### config.mk
export PLATFORM = sky130hd
export DESIGN_NAME = sync_checksum_frame_parser_unit
export DESIGN_NICKNAME = d
export VERILOG_FILES = /design/src/rtl/scfp_pkg.sv /design/src/rtl/scfp_cfg_regs.sv /design/src/rtl/scfp_frame_core.sv /design/src/rtl/sync_checksum_frame_parser_unit.sv
export SDC_FILE = /design/constraint.sdc
export NUM_CORES = 1
export LEC_CHECK = 0
export BUFFER_PORTS_ARGS = -buffer_cell sky130_fd_sc_hd__buf_2
export CAP_MARGIN = 20
export CORE_MARGIN = 4
export CORE_UTILIZATION = 56
export CTS_BUF_LIST = sky130_fd_sc_hd__clkbuf_16
export DETAILED_ROUTE_END_ITERATION = 10
export PLACE_DENSITY_LB_ADDON = 0.3
export SKIP_CTS_REPAIR_TIMING = 1
export SYNTH_ARGS = -nofsm -noshare
export SYNTH_HDL_FRONTEND = slang
export SYNTH_HIERARCHICAL = 1
export SYNTH_SLANG_ARGS = --single-unit
### constraint.sdc
create_clock -name aclk -period 4.6 [get_ports aclk]
set_input_delay 1.15 -clock aclk [delete_from_list [all_inputs] [get_ports aclk]]
set_output_delay 1.15 -clock aclk [all_outputs]
set_load 0.02 [all_outputs]
### src/rtl/scfp_pkg.sv
`default_nettype none
// ----------------------------------------------------------------------------
// Sync checksum frame parser package
// Shared constants, result codes and the configuration bundle.
// ----------------------------------------------------------------------------
package scfp_pkg;

    localparam int unsigned FRAME_LEN = 7;
    localparam int unsigned HEAD_LEN  = FRAME_LEN - 2;
    localparam int unsigned COUNT_W   = $clog2(FRAME_LEN);
    localparam int unsigned BYTE_W    = 8;
    localparam int unsigned SAMPLE_W  = 16;
    localparam int unsigned STATUS_W  = 2;
    localparam int unsigned CFG_ADDR_W = 4;
    localparam int unsigned CFG_DATA_W = 32;

    localparam logic [BYTE_W-1:0] SYNC_FIRST_RESET  = 8'hFF;
    localparam logic [BYTE_W-1:0] SYNC_SECOND_RESET = 8'hCB;
    localparam logic [BYTE_W-1:0] ERROR_LIMIT_RESET = 8'd50;
    localparam logic [BYTE_W-1:0] COUNT_MAX         = 8'hFF;

    typedef enum logic [1:0] {
        REG_SYNC_FIRST  = 2'd0,
        REG_SYNC_SECOND = 2'd1,
        REG_ERROR_LIMIT = 2'd2
    } reg_index_t;

    typedef enum logic [STATUS_W-1:0] {
        STATUS_GOOD   = 2'd0,
        STATUS_BAD    = 2'd1,
        STATUS_HALTED = 2'd2
    } status_t;

    typedef struct packed {
        logic [BYTE_W-1:0] sync_first;
        logic [BYTE_W-1:0] sync_second;
        logic [BYTE_W-1:0] error_limit;
    } cfg_t;

    typedef struct packed {
        logic [SAMPLE_W-1:0] sample;
        status_t             status;
    } result_t;

endpackage
`default_nettype wire

### src/rtl/scfp_cfg_regs.sv
`default_nettype none
// ----------------------------------------------------------------------------
// Configuration registers
// APB-style register file holding the sync pair and the error limit.
// ----------------------------------------------------------------------------
module scfp_cfg_regs (
    input  wire logic                             aclk,
    input  wire logic                             aresetn,
    input  wire logic                             psel,
    input  wire logic                             penable,
    input  wire logic                             pwrite,
    input  wire logic [scfp_pkg::CFG_ADDR_W-1:0]  paddr,
    input  wire logic [scfp_pkg::CFG_DATA_W-1:0]  pwdata,
    output logic      [scfp_pkg::CFG_DATA_W-1:0]  prdata,
    output logic                                  pready,
    output scfp_pkg::cfg_t                        cfg
);

    scfp_pkg::cfg_t         cfg_reg;
    scfp_pkg::reg_index_t   index;
    logic                   wr_en;

    assign index  = scfp_pkg::reg_index_t'(paddr[3:2]);
    assign pready = 1'b1;
    assign wr_en  = psel && penable && pwrite && pready;
    assign cfg    = cfg_reg;

    always_ff @(posedge aclk) begin
        if (!aresetn) begin
            cfg_reg.sync_first  <= scfp_pkg::SYNC_FIRST_RESET;
            cfg_reg.sync_second <= scfp_pkg::SYNC_SECOND_RESET;
            cfg_reg.error_limit <= scfp_pkg::ERROR_LIMIT_RESET;
        end else if (wr_en) begin
            case (index)
                scfp_pkg::REG_SYNC_FIRST: begin
                    cfg_reg.sync_first <= pwdata[scfp_pkg::BYTE_W-1:0];
                end
                scfp_pkg::REG_SYNC_SECOND: begin
                    cfg_reg.sync_second <= pwdata[scfp_pkg::BYTE_W-1:0];
                end
                scfp_pkg::REG_ERROR_LIMIT: begin
                    cfg_reg.error_limit <= pwdata[scfp_pkg::BYTE_W-1:0];
                end
                default: begin
                end
            endcase
        end
    end

    always_comb begin
        prdata = '0;
        case (index)
            scfp_pkg::REG_SYNC_FIRST: begin
                prdata = {{(scfp_pkg::CFG_DATA_W-scfp_pkg::BYTE_W){1'b0}}, cfg_reg.sync_first};
            end
            scfp_pkg::REG_SYNC_SECOND: begin
                prdata = {{(scfp_pkg::CFG_DATA_W-scfp_pkg::BYTE_W){1'b0}}, cfg_reg.sync_second};
            end
            scfp_pkg::REG_ERROR_LIMIT: begin
                prdata = {{(scfp_pkg::CFG_DATA_W-scfp_pkg::BYTE_W){1'b0}}, cfg_reg.error_limit};
            end
            default: begin
                prdata = '0;
            end
        endcase
    end

endmodule
`default_nettype wire

### src/rtl/scfp_frame_core.sv
`default_nettype none
// ----------------------------------------------------------------------------
// Frame core
// Holds the open frame and the error state, and decides each byte's result.
// ----------------------------------------------------------------------------
module scfp_frame_core (
    input  wire logic                          aclk,
    input  wire logic                          aresetn,
    input  wire logic                          byte_en,
    input  wire logic [scfp_pkg::BYTE_W-1:0]   rx_byte,
    input  wire scfp_pkg::cfg_t                cfg,
    output logic                               res_valid,
    output scfp_pkg::result_t                  res
);

    logic [scfp_pkg::BYTE_W-1:0]   head_reg [scfp_pkg::HEAD_LEN];
    logic [scfp_pkg::BYTE_W-1:0]   prev_reg;
    logic [scfp_pkg::COUNT_W-1:0]  byte_count_reg;
    logic [scfp_pkg::COUNT_W-1:0]  byte_count_next;
    logic [scfp_pkg::BYTE_W-1:0]   bad_count_reg;
    logic [scfp_pkg::BYTE_W-1:0]   bad_count_next;
    logic                          halted_reg;
    logic                          halted_next;

    logic                          active;
    logic                          full;
    logic                          pair_hit;
    logic                          closes;
    logic                          sum_ok;
    logic                          good;
    logic [scfp_pkg::BYTE_W-1:0]   sum;
    logic [scfp_pkg::BYTE_W-1:0]   bad_count_inc;
    logic                          limit_hit;

    assign active   = byte_en && !halted_reg;
    assign full     = byte_count_reg == scfp_pkg::COUNT_W'(scfp_pkg::FRAME_LEN - 1);
    assign pair_hit = (prev_reg == cfg.sync_first) && (rx_byte == cfg.sync_second);
    assign closes   = full || ((byte_count_reg != '0) && pair_hit);
    assign sum      = head_reg[0] + head_reg[2] + head_reg[3] + head_reg[4];
    assign sum_ok   = sum == head_reg[1];
    assign good     = full && pair_hit && sum_ok;

    assign bad_count_inc = (bad_count_reg == scfp_pkg::COUNT_MAX) ? bad_count_reg
                                                                  : bad_count_reg + 1'b1;
    assign limit_hit     = bad_count_inc >= cfg.error_limit;

    always_comb begin
        byte_count_next = byte_count_reg;
        bad_count_next  = bad_count_reg;
        halted_next     = halted_reg;
        res_valid       = 1'b0;
        res.sample      = '0;
        res.status      = scfp_pkg::STATUS_GOOD;
        if (active) begin
            if (closes) begin
                res_valid       = 1'b1;
                byte_count_next = '0;
                if (good) begin
                    res.sample     = {head_reg[3], head_reg[4]};
                    bad_count_next = '0;
                end else begin
                    bad_count_next = bad_count_inc;
                    if (limit_hit) begin
                        halted_next = 1'b1;
                        res.status  = scfp_pkg::STATUS_HALTED;
                    end else begin
                        res.status  = scfp_pkg::STATUS_BAD;
                    end
                end
            end else begin
                byte_count_next = byte_count_reg + 1'b1;
            end
        end
    end

    always_ff @(posedge aclk) begin
        if (!aresetn) begin
            byte_count_reg <= '0;
            bad_count_reg  <= '0;
            halted_reg     <= 1'b0;
        end else begin
            byte_count_reg <= byte_count_next;
            bad_count_reg  <= bad_count_next;
            halted_reg     <= halted_next;
        end
    end

    always_ff @(posedge aclk) begin
        if (active) begin
            prev_reg <= rx_byte;
            for (int i = 0; i < scfp_pkg::HEAD_LEN; i++) begin
                if (byte_count_reg == scfp_pkg::COUNT_W'(i)) begin
                    head_reg[i] <= rx_byte;
                end
            end
        end
    end

endmodule
`default_nettype wire

### src/rtl/sync_checksum_frame_parser_unit.sv
`default_nettype none
// ----------------------------------------------------------------------------
// Sync checksum frame parser
// Collects received bytes into frames, checks sync pair and checksum, and
// reports one sample or status transaction for each closed frame.
// ----------------------------------------------------------------------------
// Each accepted byte is held in the input register, and the result it closes is then registered in the result register.
// Throughput: one byte per cycle while the result output is not stalled, set by the input and result registers.
// The input register lets one new byte enter while a result waits in the result register.
// Reset is synchronous and active low; it clears frame, error and halt state
// and restores the configuration registers to their defaults.
module sync_checksum_frame_parser_unit (
    input  wire logic                              aclk,
    input  wire logic                              aresetn,
    input  wire logic                              s_axis_tvalid,
    output logic                                   s_axis_tready,
    input  wire logic [7:0]                        s_axis_tdata,  // [7:0] rx_byte
    output logic                                   m_axis_tvalid,
    input  wire logic                              m_axis_tready,
    output logic      [15:0]                       m_axis_tdata,  // [15:0] sample
    output logic      [1:0]                        m_axis_tuser,  // [1:0] status
    input  wire logic                              psel,
    input  wire logic                              penable,
    input  wire logic                              pwrite,
    input  wire logic [scfp_pkg::CFG_ADDR_W-1:0]   paddr,
    input  wire logic [scfp_pkg::CFG_DATA_W-1:0]   pwdata,
    output logic      [scfp_pkg::CFG_DATA_W-1:0]   prdata,
    output logic                                   pready
);

    scfp_pkg::cfg_t                 cfg;
    logic                           in_valid_reg;
    logic [scfp_pkg::BYTE_W-1:0]    in_byte_reg;
    logic                           out_valid_reg;
    scfp_pkg::result_t              out_reg;
    logic                           out_free;
    logic                           byte_en;
    logic                           res_valid;
    scfp_pkg::result_t              res;

    scfp_cfg_regs u_cfg_regs (
        .aclk    (aclk),
        .aresetn (aresetn),
        .psel    (psel),
        .penable (penable),
        .pwrite  (pwrite),
        .paddr   (paddr),
        .pwdata  (pwdata),
        .prdata  (prdata),
        .pready  (pready),
        .cfg     (cfg)
    );

    scfp_frame_core u_frame_core (
        .aclk      (aclk),
        .aresetn   (aresetn),
        .byte_en   (byte_en),
        .rx_byte   (in_byte_reg),
        .cfg       (cfg),
        .res_valid (res_valid),
        .res       (res)
    );

    assign out_free      = !out_valid_reg || m_axis_tready;
    assign byte_en       = in_valid_reg && out_free;
    assign s_axis_tready = !in_valid_reg || out_free;

    assign m_axis_tvalid = out_valid_reg;
    assign m_axis_tdata  = out_reg.sample;
    assign m_axis_tuser  = out_reg.status;

    always_ff @(posedge aclk) begin
        if (!aresetn) begin
            in_valid_reg <= 1'b0;
        end else if (s_axis_tready) begin
            in_valid_reg <= s_axis_tvalid;
        end
    end

    always_ff @(posedge aclk) begin
        if (s_axis_tready && s_axis_tvalid) begin
            in_byte_reg <= s_axis_tdata;
        end
    end

    always_ff @(posedge aclk) begin
        if (!aresetn) begin
            out_valid_reg <= 1'b0;
        end else if (byte_en && res_valid) begin
            out_valid_reg <= 1'b1;
        end else if (m_axis_tready) begin
            out_valid_reg <= 1'b0;
        end
    end

    always_ff @(posedge aclk) begin
        if (byte_en && res_valid) begin
            out_reg <= res;
        end
    end

endmodule
`default_nettype wire
=== Word-level counts from Yosys, hierarchy flattened ===
Memories as Yosys holds them, arrays and structs flattened.
Index checks and enable logic that the tools add are counted.

* Register bits after elaboration: 72
* RAM bits: 40
* Word-level logic and storage cells: 100
* Memories: 1

* Add/sub/neg operators: 5
* $lt $le $gt $ge: 1
* Equality and inequality tests: 11
* Muxes and demuxes: 36
* Bitwise gates (word level): 3
* Reduce and logical (&&, ||, !) cells: 31

{| class="wikitable"
|+ Memory list
! memory !! words !! bits a word !! rd ports !! clocked after memory_dff !! wr ports !! RTL line !! source
|-
| u_frame_core.head_reg || 5 || 8 || 5 || 0 || 1 || scfp_frame_core.sv:16 || <nowiki>logic [scfp_pkg::BYTE_W-1:0] head_reg [scfp_pkg::HEAD_LEN];</nowiki>
|}

{| class="wikitable"
|+ Operator list
! operator !! number
|-
| 8-bit 2-to-1 mux || 6
|-
| 8-bit OR reduction || 4
|-
| 8-bit adder || 3
|-
| 8-bit equality test || 3
|-
| 8-bit case mux with 3 select lines || 1
|-
| 1-bit 2-to-1 mux || 23
|-
| 3-bit 2-to-1 mux || 5
|-
| 1-bit logical AND || 10
|-
| 8-bit by 1-bit adder with 8-bit output, second input constant || 1
|-
| 8-bit equality test, second input constant || 1
|-
| 8-bit >= comparator || 1
|-
| 2-bit AND reduction || 4
|-
| 3-bit by 2-bit equality test with 1-bit output, second input constant || 2
|-
| 3-bit equality test, second input constant || 2
|-
| 4-bit AND reduction || 1
|-
| 3-bit by 1-bit adder with 3-bit output, second input constant || 1
|-
| 3-bit by 1-bit equality test with 1-bit output, second input constant || 1
|-
| 1-bit logical NOT || 3
|-
| 3-bit logical NOT || 1
|-
| 1-bit logical OR || 3
|-
| 1-bit NOT || 3
|-
| 3-bit AND reduction || 1
|-
| 3-bit nonzero test || 1
|-
| 3-bit OR reduction || 1
|-
| 5 further kinds || 5
|}

=== Longest topological paths before layout ===
Gate-level depths: netlist of the first run.

* Depth in word-level cells: 11
* Depth in mapped cells: 13
* Gate-level depth less buffers: 12

=== Cells and area by module ===
The synthesis of the first run kept the hierarchy.

{| class="wikitable"
|+ By module, submodules not included
! module !! instances !! cells each !! area an instance (µm²) !! seq. area each (µm²)
|-
| scfp_frame_core || 1 || 276 || 3397.0 || 1681.6
|-
| scfp_cfg_regs || 1 || 154 || 1338.8 || 480.5
|-
| sync_checksum_frame_parser_unit || 1 || 39 || 893.4 || 820.8
|}

=== Worst setup path after synthesis of the first run ===
No wires, ideal clock.

* Kind: reg2reg
* Start: memory u_frame_core/head_reg[4][1] in the netlist's numbering
* End: register out_reg (netlist bit m_axis_tuser[0]) (data pin)
* Arrival time: 3.399 ns
* Data required time: 4.327 ns
* Path slack: 0.929 ns
* Stages on the path, launching flop included: 14
* Buffers on the path: 1
* Period minus slack after synthesis: 3.671 ns
* Cell sequence: edfxtp_1 > fa_1 > inv_1 > fa_1 > inv_1 > ha_1 > fa_1 > xnor2_1 > nand3_1 > nor4_1 > o2111ai_2 > o21ai_1 > buf_4 > a311oi_2

{| class="wikitable"
|+ RTL lines
! what !! RTL line !! source
|-
| from (decl) || scfp_frame_core.sv:16 ||
|-
| to (signal assigned) || sync_checksum_frame_parser_unit.sv:98 || <nowiki>out_reg <= res;</nowiki>
|-
| to (decl) || sync_checksum_frame_parser_unit.sv:35 || <nowiki>scfp_pkg::result_t out_reg;</nowiki>
|}

==> results of run 1 <==
[layer usage]
layer,part of all wire [%],wire [µm]
met4,1.3,139
met1,41,4349
met3,4.4,462
met5,0,0
met2,53,5532
[worst paths after layout]
kind                                                end  slack [ns]
worst min-delay path            u_frame_core/halted_reg        0.47
worst max register to register         m_axis_tdata[14]        0.40
worst max-delay path                   m_axis_tdata[14]        0.40
worst min register to register  u_frame_core/halted_reg        0.47
[metrics by stage]
stage / hold WS, ns / utilization [%]
after floorplan: 0.4256 / -
after global placement: 0.4319 / 60.52
after detailed placement: 0.4537 / 60.52
after CTS: 0.4702 / 63.38
after global routing: 0.4822 / 63.38
final: 0.4683 / 63.38
[worst max-delay path: stages, from the launching register on]
cell and delay [ns]:
edfxtp_1 0.41, fa_1 0.55, inv_1 0.06, fa_1 0.56, inv_1 0.07, ha_1 0.25, fa_1 0.47, xnor2_1 0.19
nand3_1 0.10, nor4_1 0.40, o2111ai_2 0.24, nor3b_4 0.56, and2_1 0.22
[cells in the mapped netlist, drive strengths merged, types with 3 or more instances]
cell	instances
a21o	4
dfxtp	38
buf	33
ha	21
fa	14
clkbuf	6
nor2	28
nand3	6
a31oi	3
mux2i	31
a21oi	9
and2	19
nand2b	4
nor3	5
nor3b	3
xnor2	25
edfxtp	74
and3	5
nand4	6
inv	25
nand2	48
o21ai	13
o22ai	7
xor2	7
nor2b	6
[logic make-up after synthesis]
logic type	synth area share (%)
AOI/OAI and AO/OA	6.201
xor gates and xnor gates	5.801
adders and majority gates	9.647
buffers and inverters	6.557
DFF	52.99
muxes	5.712
other	0.1334
and+or+nand+nor	12.96
[area by class of cell]
cell class	count	share of cell area [%]
multi-input combinational	315	38.15
clock inverter	6	0.4646
clock buffer	10	4.040
inverter	26	1.575
tap	133	2.686
timing repair buffer	58	4.928
sequential	112	48.15
[power groups by stage]
stage	clock network [mW]	logic, mW	registers [mW]
finish	0.729	0.165	1.12
global route	0.793	0.184	1.12
CTS	0.745	0.165	1.12
detailed placement	0	0.164	1.14
global placement	0	0.159	1.14
floorplan	0	0.140	1.13
==> out/qor.yml, run 1 <==
run_status:
  status: "complete, no violations"
worst_hold_path:
  hp-class: "reg -> reg"
  min_from: "u_frame_core/halted_reg"
  hold_path_depth: 2
finish:
  drive_above_1_share_pct: 15.94
  design_area_um2: 6195
  instances_no_fill: 660
  synthToLayoutAreaGrowth_pct: 10.05
  regArea_um2: 2983
  num_antenna_cells: 0
  largest_register_ff_count: 40
  final_cell_mix: "edfxtp_1 (74), buf_2 (52), nand2_1 (48)"
  final_common_cell: "edfxtp_1"
  multi_input_area_um2: 2364
  layout.nets: 608
  fill_cells: 779
global_routing:
  grt_pass1_wl_um: 17240
  use_met3_pct: 2.746
  antenna_found_initial: 0
  grtUsageMet2_pct: 34.46
  overflow: 0
  grt_start_max_net_pins: 42
  grt_pass1_vias: 3510
  grt.total_usage_pct: 19.35
  use_met1_pct: 23.80
  busiest_layer: "met2"
place:
  numPortBuffers: 52
  placed_cells: 644
  dpl_cell_area_um2: 5916
  gp_congestion: 0.8323
  dpl.hpwl_um: 7811
  place_ws_ns: 0.4902
timing:
  finalMaxSlewViolations: 0
  fin_ws_ns: 0.3954
  fin_crit_ns: 4.205
  rsz0062_at_grt: "no"
  setup-tns-final_ns: 0
  final-hold-violation-count: 0
  finalSetupViolCount: 0
  finalCritPeriodShare_pct: 91.40
  tightest_slew_ns: 0.9534
  relSlewSlack_pct: 36.31
  fin_worst_skew_ns: 0.005749
  max_freq_mhz: 237.8
synthesis:
  netlist_top_cells_area: "edfxtp_1 (39%), dfxtp_1 (14%), mux2i_1 (5.5%)"
  netlist_area_um2: 5629
  synthCells: 469
  yosysWarnings: 6
  yosys.area.top_type: "edfxtp_1"
  synth-async-reset-ratio_pct: 0
  ys.flop_type: "edfxtp_1"
  avgSynthCellArea_um2: 12.00
  ys_types: 60
  synth.top_cell.area_share_pct: 39.48
  synth-edff-count: 74
  yosysSeqAreaShare_pct: 52.99
  ys_ff_latch: 112
cts:
  clkTransAtPathRegs_ns: 0.07
  cts_buffers: 9
  cts_max_path_buffers: 2
  h-tree-depth: 3
  clk_latency_ns: 0.34
  cts.sinks: 112
  cts_tree: "done"
  root_buffer: "clkbuf_16"
power:
  cellPowerDensity_nw_per_um2: 324.5
  max-vdd-ir-drop_uv: 165.3
  switching_power_mw: 0.4627
  combPwrFrac_pct: 8.2
  p_leak_nw: 2.402
  p_int_mw: 1.548
  p_seq_share_pct: 55.5
  power.share.clock_pct: 36.3
  power_mw: 2.010
  switching_share_pct: 23.02
drt:
  drtIter0Drc: 216
  vias: 3474
  dr.pass1.iters: 5
  finalWirelength_um: 10480
  drc_errors: 0
  vias_per_cell: 5.264
  detail_route.wl_per_cell_um: 15.88
  drtAntennaViolNets: 0
die:
  core-area_um2: 9774
  die_w_um: 108.3
  die_area_um2: 11720
  fp.dieH_um: 108.3
  io_pins: 104
  start_util_pct: 57.59
  rows: 36
critical_path:
  startpoint: "u_frame_core/head_reg[4][1]"
  worstPathMaxFanout: 16
  r2r_start: "u_frame_core/head_reg[4][1]"
  crit_arrival_ns: 4.41
  cp.required_ns: 4.81
  path_class: "reg -> reg"
  cp-start-kind: "flip-flop"
  reg2reg_depth: 12
  end_kind: "flip-flop"
flow_run:
  max-cap-violations: 0
Note: power is estimated with default switching activity, not from simulation.
==> inputs of run 2 (changes only) <==
--- a/config.mk
+++ b/config.mk
@@ -6,14 +6,12 @@
 export NUM_CORES = 1
 export LEC_CHECK = 0
 export BUFFER_PORTS_ARGS = -buffer_cell sky130_fd_sc_hd__buf_2
-export CAP_MARGIN = 20
 export CORE_MARGIN = 4
-export CORE_UTILIZATION = 56
+export CORE_UTILIZATION = 60
 export CTS_BUF_LIST = sky130_fd_sc_hd__clkbuf_16
 export DETAILED_ROUTE_END_ITERATION = 10
 export PLACE_DENSITY_LB_ADDON = 0.3
 export SKIP_CTS_REPAIR_TIMING = 1
 export SYNTH_ARGS = -nofsm -noshare
 export SYNTH_HDL_FRONTEND = slang
-export SYNTH_HIERARCHICAL = 1
 export SYNTH_SLANG_ARGS = --single-unit
==> constraint.sdc (replaced) <==
create_clock -name aclk -period 5.4 [get_ports aclk]
set_input_delay 1.35 -clock aclk [delete_from_list [all_inputs] [get_ports aclk]]
set_output_delay 1.35 -clock aclk [all_outputs]
set_load 0.02 [all_outputs]
==> out/qor.yml, run 2 <==
timing:
  finalMaxSlewViolations: 0  # unchanged
  finalSetupViolCount: 0  # unchanged
  fin_crit_ns: 4.461  # was 4.205 ns
  finalCritPeriodShare_pct: 82.61  # was 91.40%
  max_freq_mhz: 224.2  # was 237.8 MHz
  final-hold-violation-count: 0  # unchanged
  setup-tns-final_ns: 0  # unchanged
  fin_worst_skew_ns: 0.008528  # was 0.005749 ns
  hold_ws_ns: 0.4730  # was 0.4683 ns
  relSlewSlack_pct: 19.24  # was 36.31%
  tightest_slew_ns: 1.209  # was 0.9534 ns
  fin_ws_ns: 0.9392  # was 0.3954 ns
  rsz0062_at_grt: "no"  # unchanged
drt:
  detail_route.wl_per_cell_um: 16.37  # was 15.88 µm
  drtIter0Drc: 155  # was 216
  vias: 3599  # was 3,474
  vias_per_cell: 5.589  # was 5.264
  drtAntennaViolNets: 0  # unchanged
  finalWirelength_um: 10540  # was 10,480 µm
  drc_errors: 0  # unchanged
  dr.pass1.iters: 4  # was 5
synthesis:
  yosysWarnings: 0  # was 6
  synth-edff-count: 74  # unchanged
  yosysMostFrequentCell: "edfxtp_1"  # unchanged
  ys_ff_latch: 112  # unchanged
  yosysSeqAreaShare_pct: 54.33  # was 52.99%
  netlist_top_cells_area: "edfxtp_1 (40%), dfxtp_1 (14%), fa_1 (5.1%)"  # was edfxtp_1 (39%), dfxtp_1 (14%), mux2i_1 (5.5%)
  synthCells: 482  # was 469
  avgSynthCellArea_um2: 11.39  # was 12.00 µm²
  ys.flop_type: "edfxtp_1"  # unchanged
  yosys.area.top_type: "edfxtp_1"  # unchanged
  synth.top_cell.area_share_pct: 40.47  # was 39.48%
  yosys-top-cells-count: "edfxtp_1 (74), nand2_1 (72), dfxtp_1 (38)"  # was edfxtp_1 (74), nand2_1 (48), dfxtp_1 (38)
  ys_types: 50  # was 60
  netlist_area_um2: 5490  # was 5629 µm²
  synth-async-reset-ratio_pct: 0  # unchanged
die:
  fp.dieH_um: 103.7  # was 108.3 µm
  core-area_um2: 8806  # was 9774 µm²
  rows: 34  # was 36
  die_area_um2: 10740  # was 11,720 µm²
  io_pins: 104  # unchanged
  die_w_um: 103.7  # was 108.3 µm
  start_util_pct: 62.35  # was 57.59%
worst_hold_path:
  hp-class: "reg -> reg"  # unchanged
run_status:
  status: "complete, no violations"  # unchanged
finish:
  layout.nets: 617  # was 608
  final_common_cell: "edfxtp_1"  # unchanged
  drive_above_1_share_pct: 14.18  # was 15.94%
  synthToLayoutAreaGrowth_pct: 9.184  # was 10.05%
  final_cell_mix: "edfxtp_1 (74), nand2_1 (72), buf_2 (52)"  # was edfxtp_1 (74), buf_2 (52), nand2_1 (48)
  largest_register_ff_count: 40  # unchanged
  num_antenna_cells: 0  # unchanged
global_routing:
  grt_pass1_wl_um: 17460  # was 17,240 µm
  grt.total_usage_pct: 20.31  # was 19.35%
  antenna_found_initial: 0  # unchanged
  grt_start_max_net_pins: 35  # was 42
  overflow: 0  # unchanged
  grt_pass1_vias: 3543  # was 3,510
power:
  cellPowerDensity_nw_per_um2: 284.0  # was 324.5 nW/µm²
  max-vdd-ir-drop_uv: 194.0  # was 165.3 µV
  p_leak_nw: 2.289  # was 2.402 nW
cts:
  root_buffer: "clkbuf_16"  # unchanged
  clkTransAtPathRegs_ns: 0.07  # about the same
  h-tree-depth: 3  # unchanged
  cts_buffers: 9  # unchanged
  clk_latency_ns: 0.34  # about the same
  cts_tree: "done"  # unchanged
  cts.sinks: 112  # unchanged
  cts_max_path_buffers: 2  # unchanged
place:
  dpl.hpwl_um: 7702  # was 7811 µm
  place_ws_ns: 1.010  # was 0.4902 ns
  numPortBuffers: 52  # unchanged
  gp_congestion: 0.8693  # was 0.8323
critical_path:
  worstPathMaxFanout: 11  # was 16
  cp-start-kind: "flip-flop"  # unchanged
  crit_arrival_ns: 4.53  # was 4.41 ns
  path_class: "reg -> reg"  # unchanged
  cp.required_ns: 5.47  # was 4.81 ns
  end_kind: "flip-flop"  # unchanged
flow_run:
  max-cap-violations: 0  # unchanged
==> run 2: cell type report <==
class / instances / area, µm²
clock buffers: 9 / 225.2
clock inverters: 7 / 38.79
fillers: 645 / 2811
inverters: 26 / 97.59
multi-input cells: 328 / 2240
flip-flops and latches: 112 / 2983
well taps: 108 / 135.1
repair buffers: 54 / 275.3
==> run 2: through the flow <==
step / total power, mW / instance area [µm²] / std cells / util [%]
finish: 1.703 / 5995 / 644 / 68.07
global route: 1.767 / 5995 / 644 / 68.07
CTS: 1.709 / 5995 / 644 / 68.07
detailed placement: 1.123 / 5731 / 628 / 65.08
global placement: 1.116 / 5731 / 628 / 65.08
floorplan: 1.092 / 5577 / 505 / -
==> run 2: cells by family after synthesis <==
kind of cell    share of synthesized area [%]
simple gates                            15.29
flops                                   54.33
buf+inv                                 6.449
compound gates                          6.290
xor+xnor                                5.743
fa+ha+maj                               9.891
mux                                     1.869
other cells                            0.1368
==> run 2: critical path, stage by stage, from the launching register on <==
cell and delay (ns):
edfxtp_1 0.41, fa_1 0.55, inv_1 0.05, fa_1 0.49
inv_1 0.04, ha_1 0.22, fa_1 0.47, xor2_1 0.18
or4_4 0.51, nor4b_1 0.36, o2111ai_1 0.25, o21ai_2 0.53
a21oi_1 0.13
==> run 2: routing by layer <==
layer	GRT usage [%]	vias to the layer above	part of all wire, %
li1	-	1721	-
met3	3.483	17	6.3
met4	5.603	0	1.7
met2	34.63	132	50
met1	27.01	1729	42
met5	0	-	0
==> run 2: worst paths after layout <==
path         slack [ns]  cells after the start                end                   startpoint
min                0.47                      2  u_cfg_regs.cfg[3]            u_cfg_regs.cfg[3]
min reg2reg        0.47                      2  u_cfg_regs.cfg[3]            u_cfg_regs.cfg[3]
max reg2reg        0.94                     12    m_axis_tuser[0]  u_frame_core.head_reg[0][1]
max                0.94                     12    m_axis_tuser[0]  u_frame_core.head_reg[0][1]
==> run 2: report_power, final <==
part	switching (mW)	internal (mW)	total, mW
Sequential	0.0198	0.933	0.953
Clock	0.289	0.308	0.597
Combinational	0.0993	0.0540	0.153
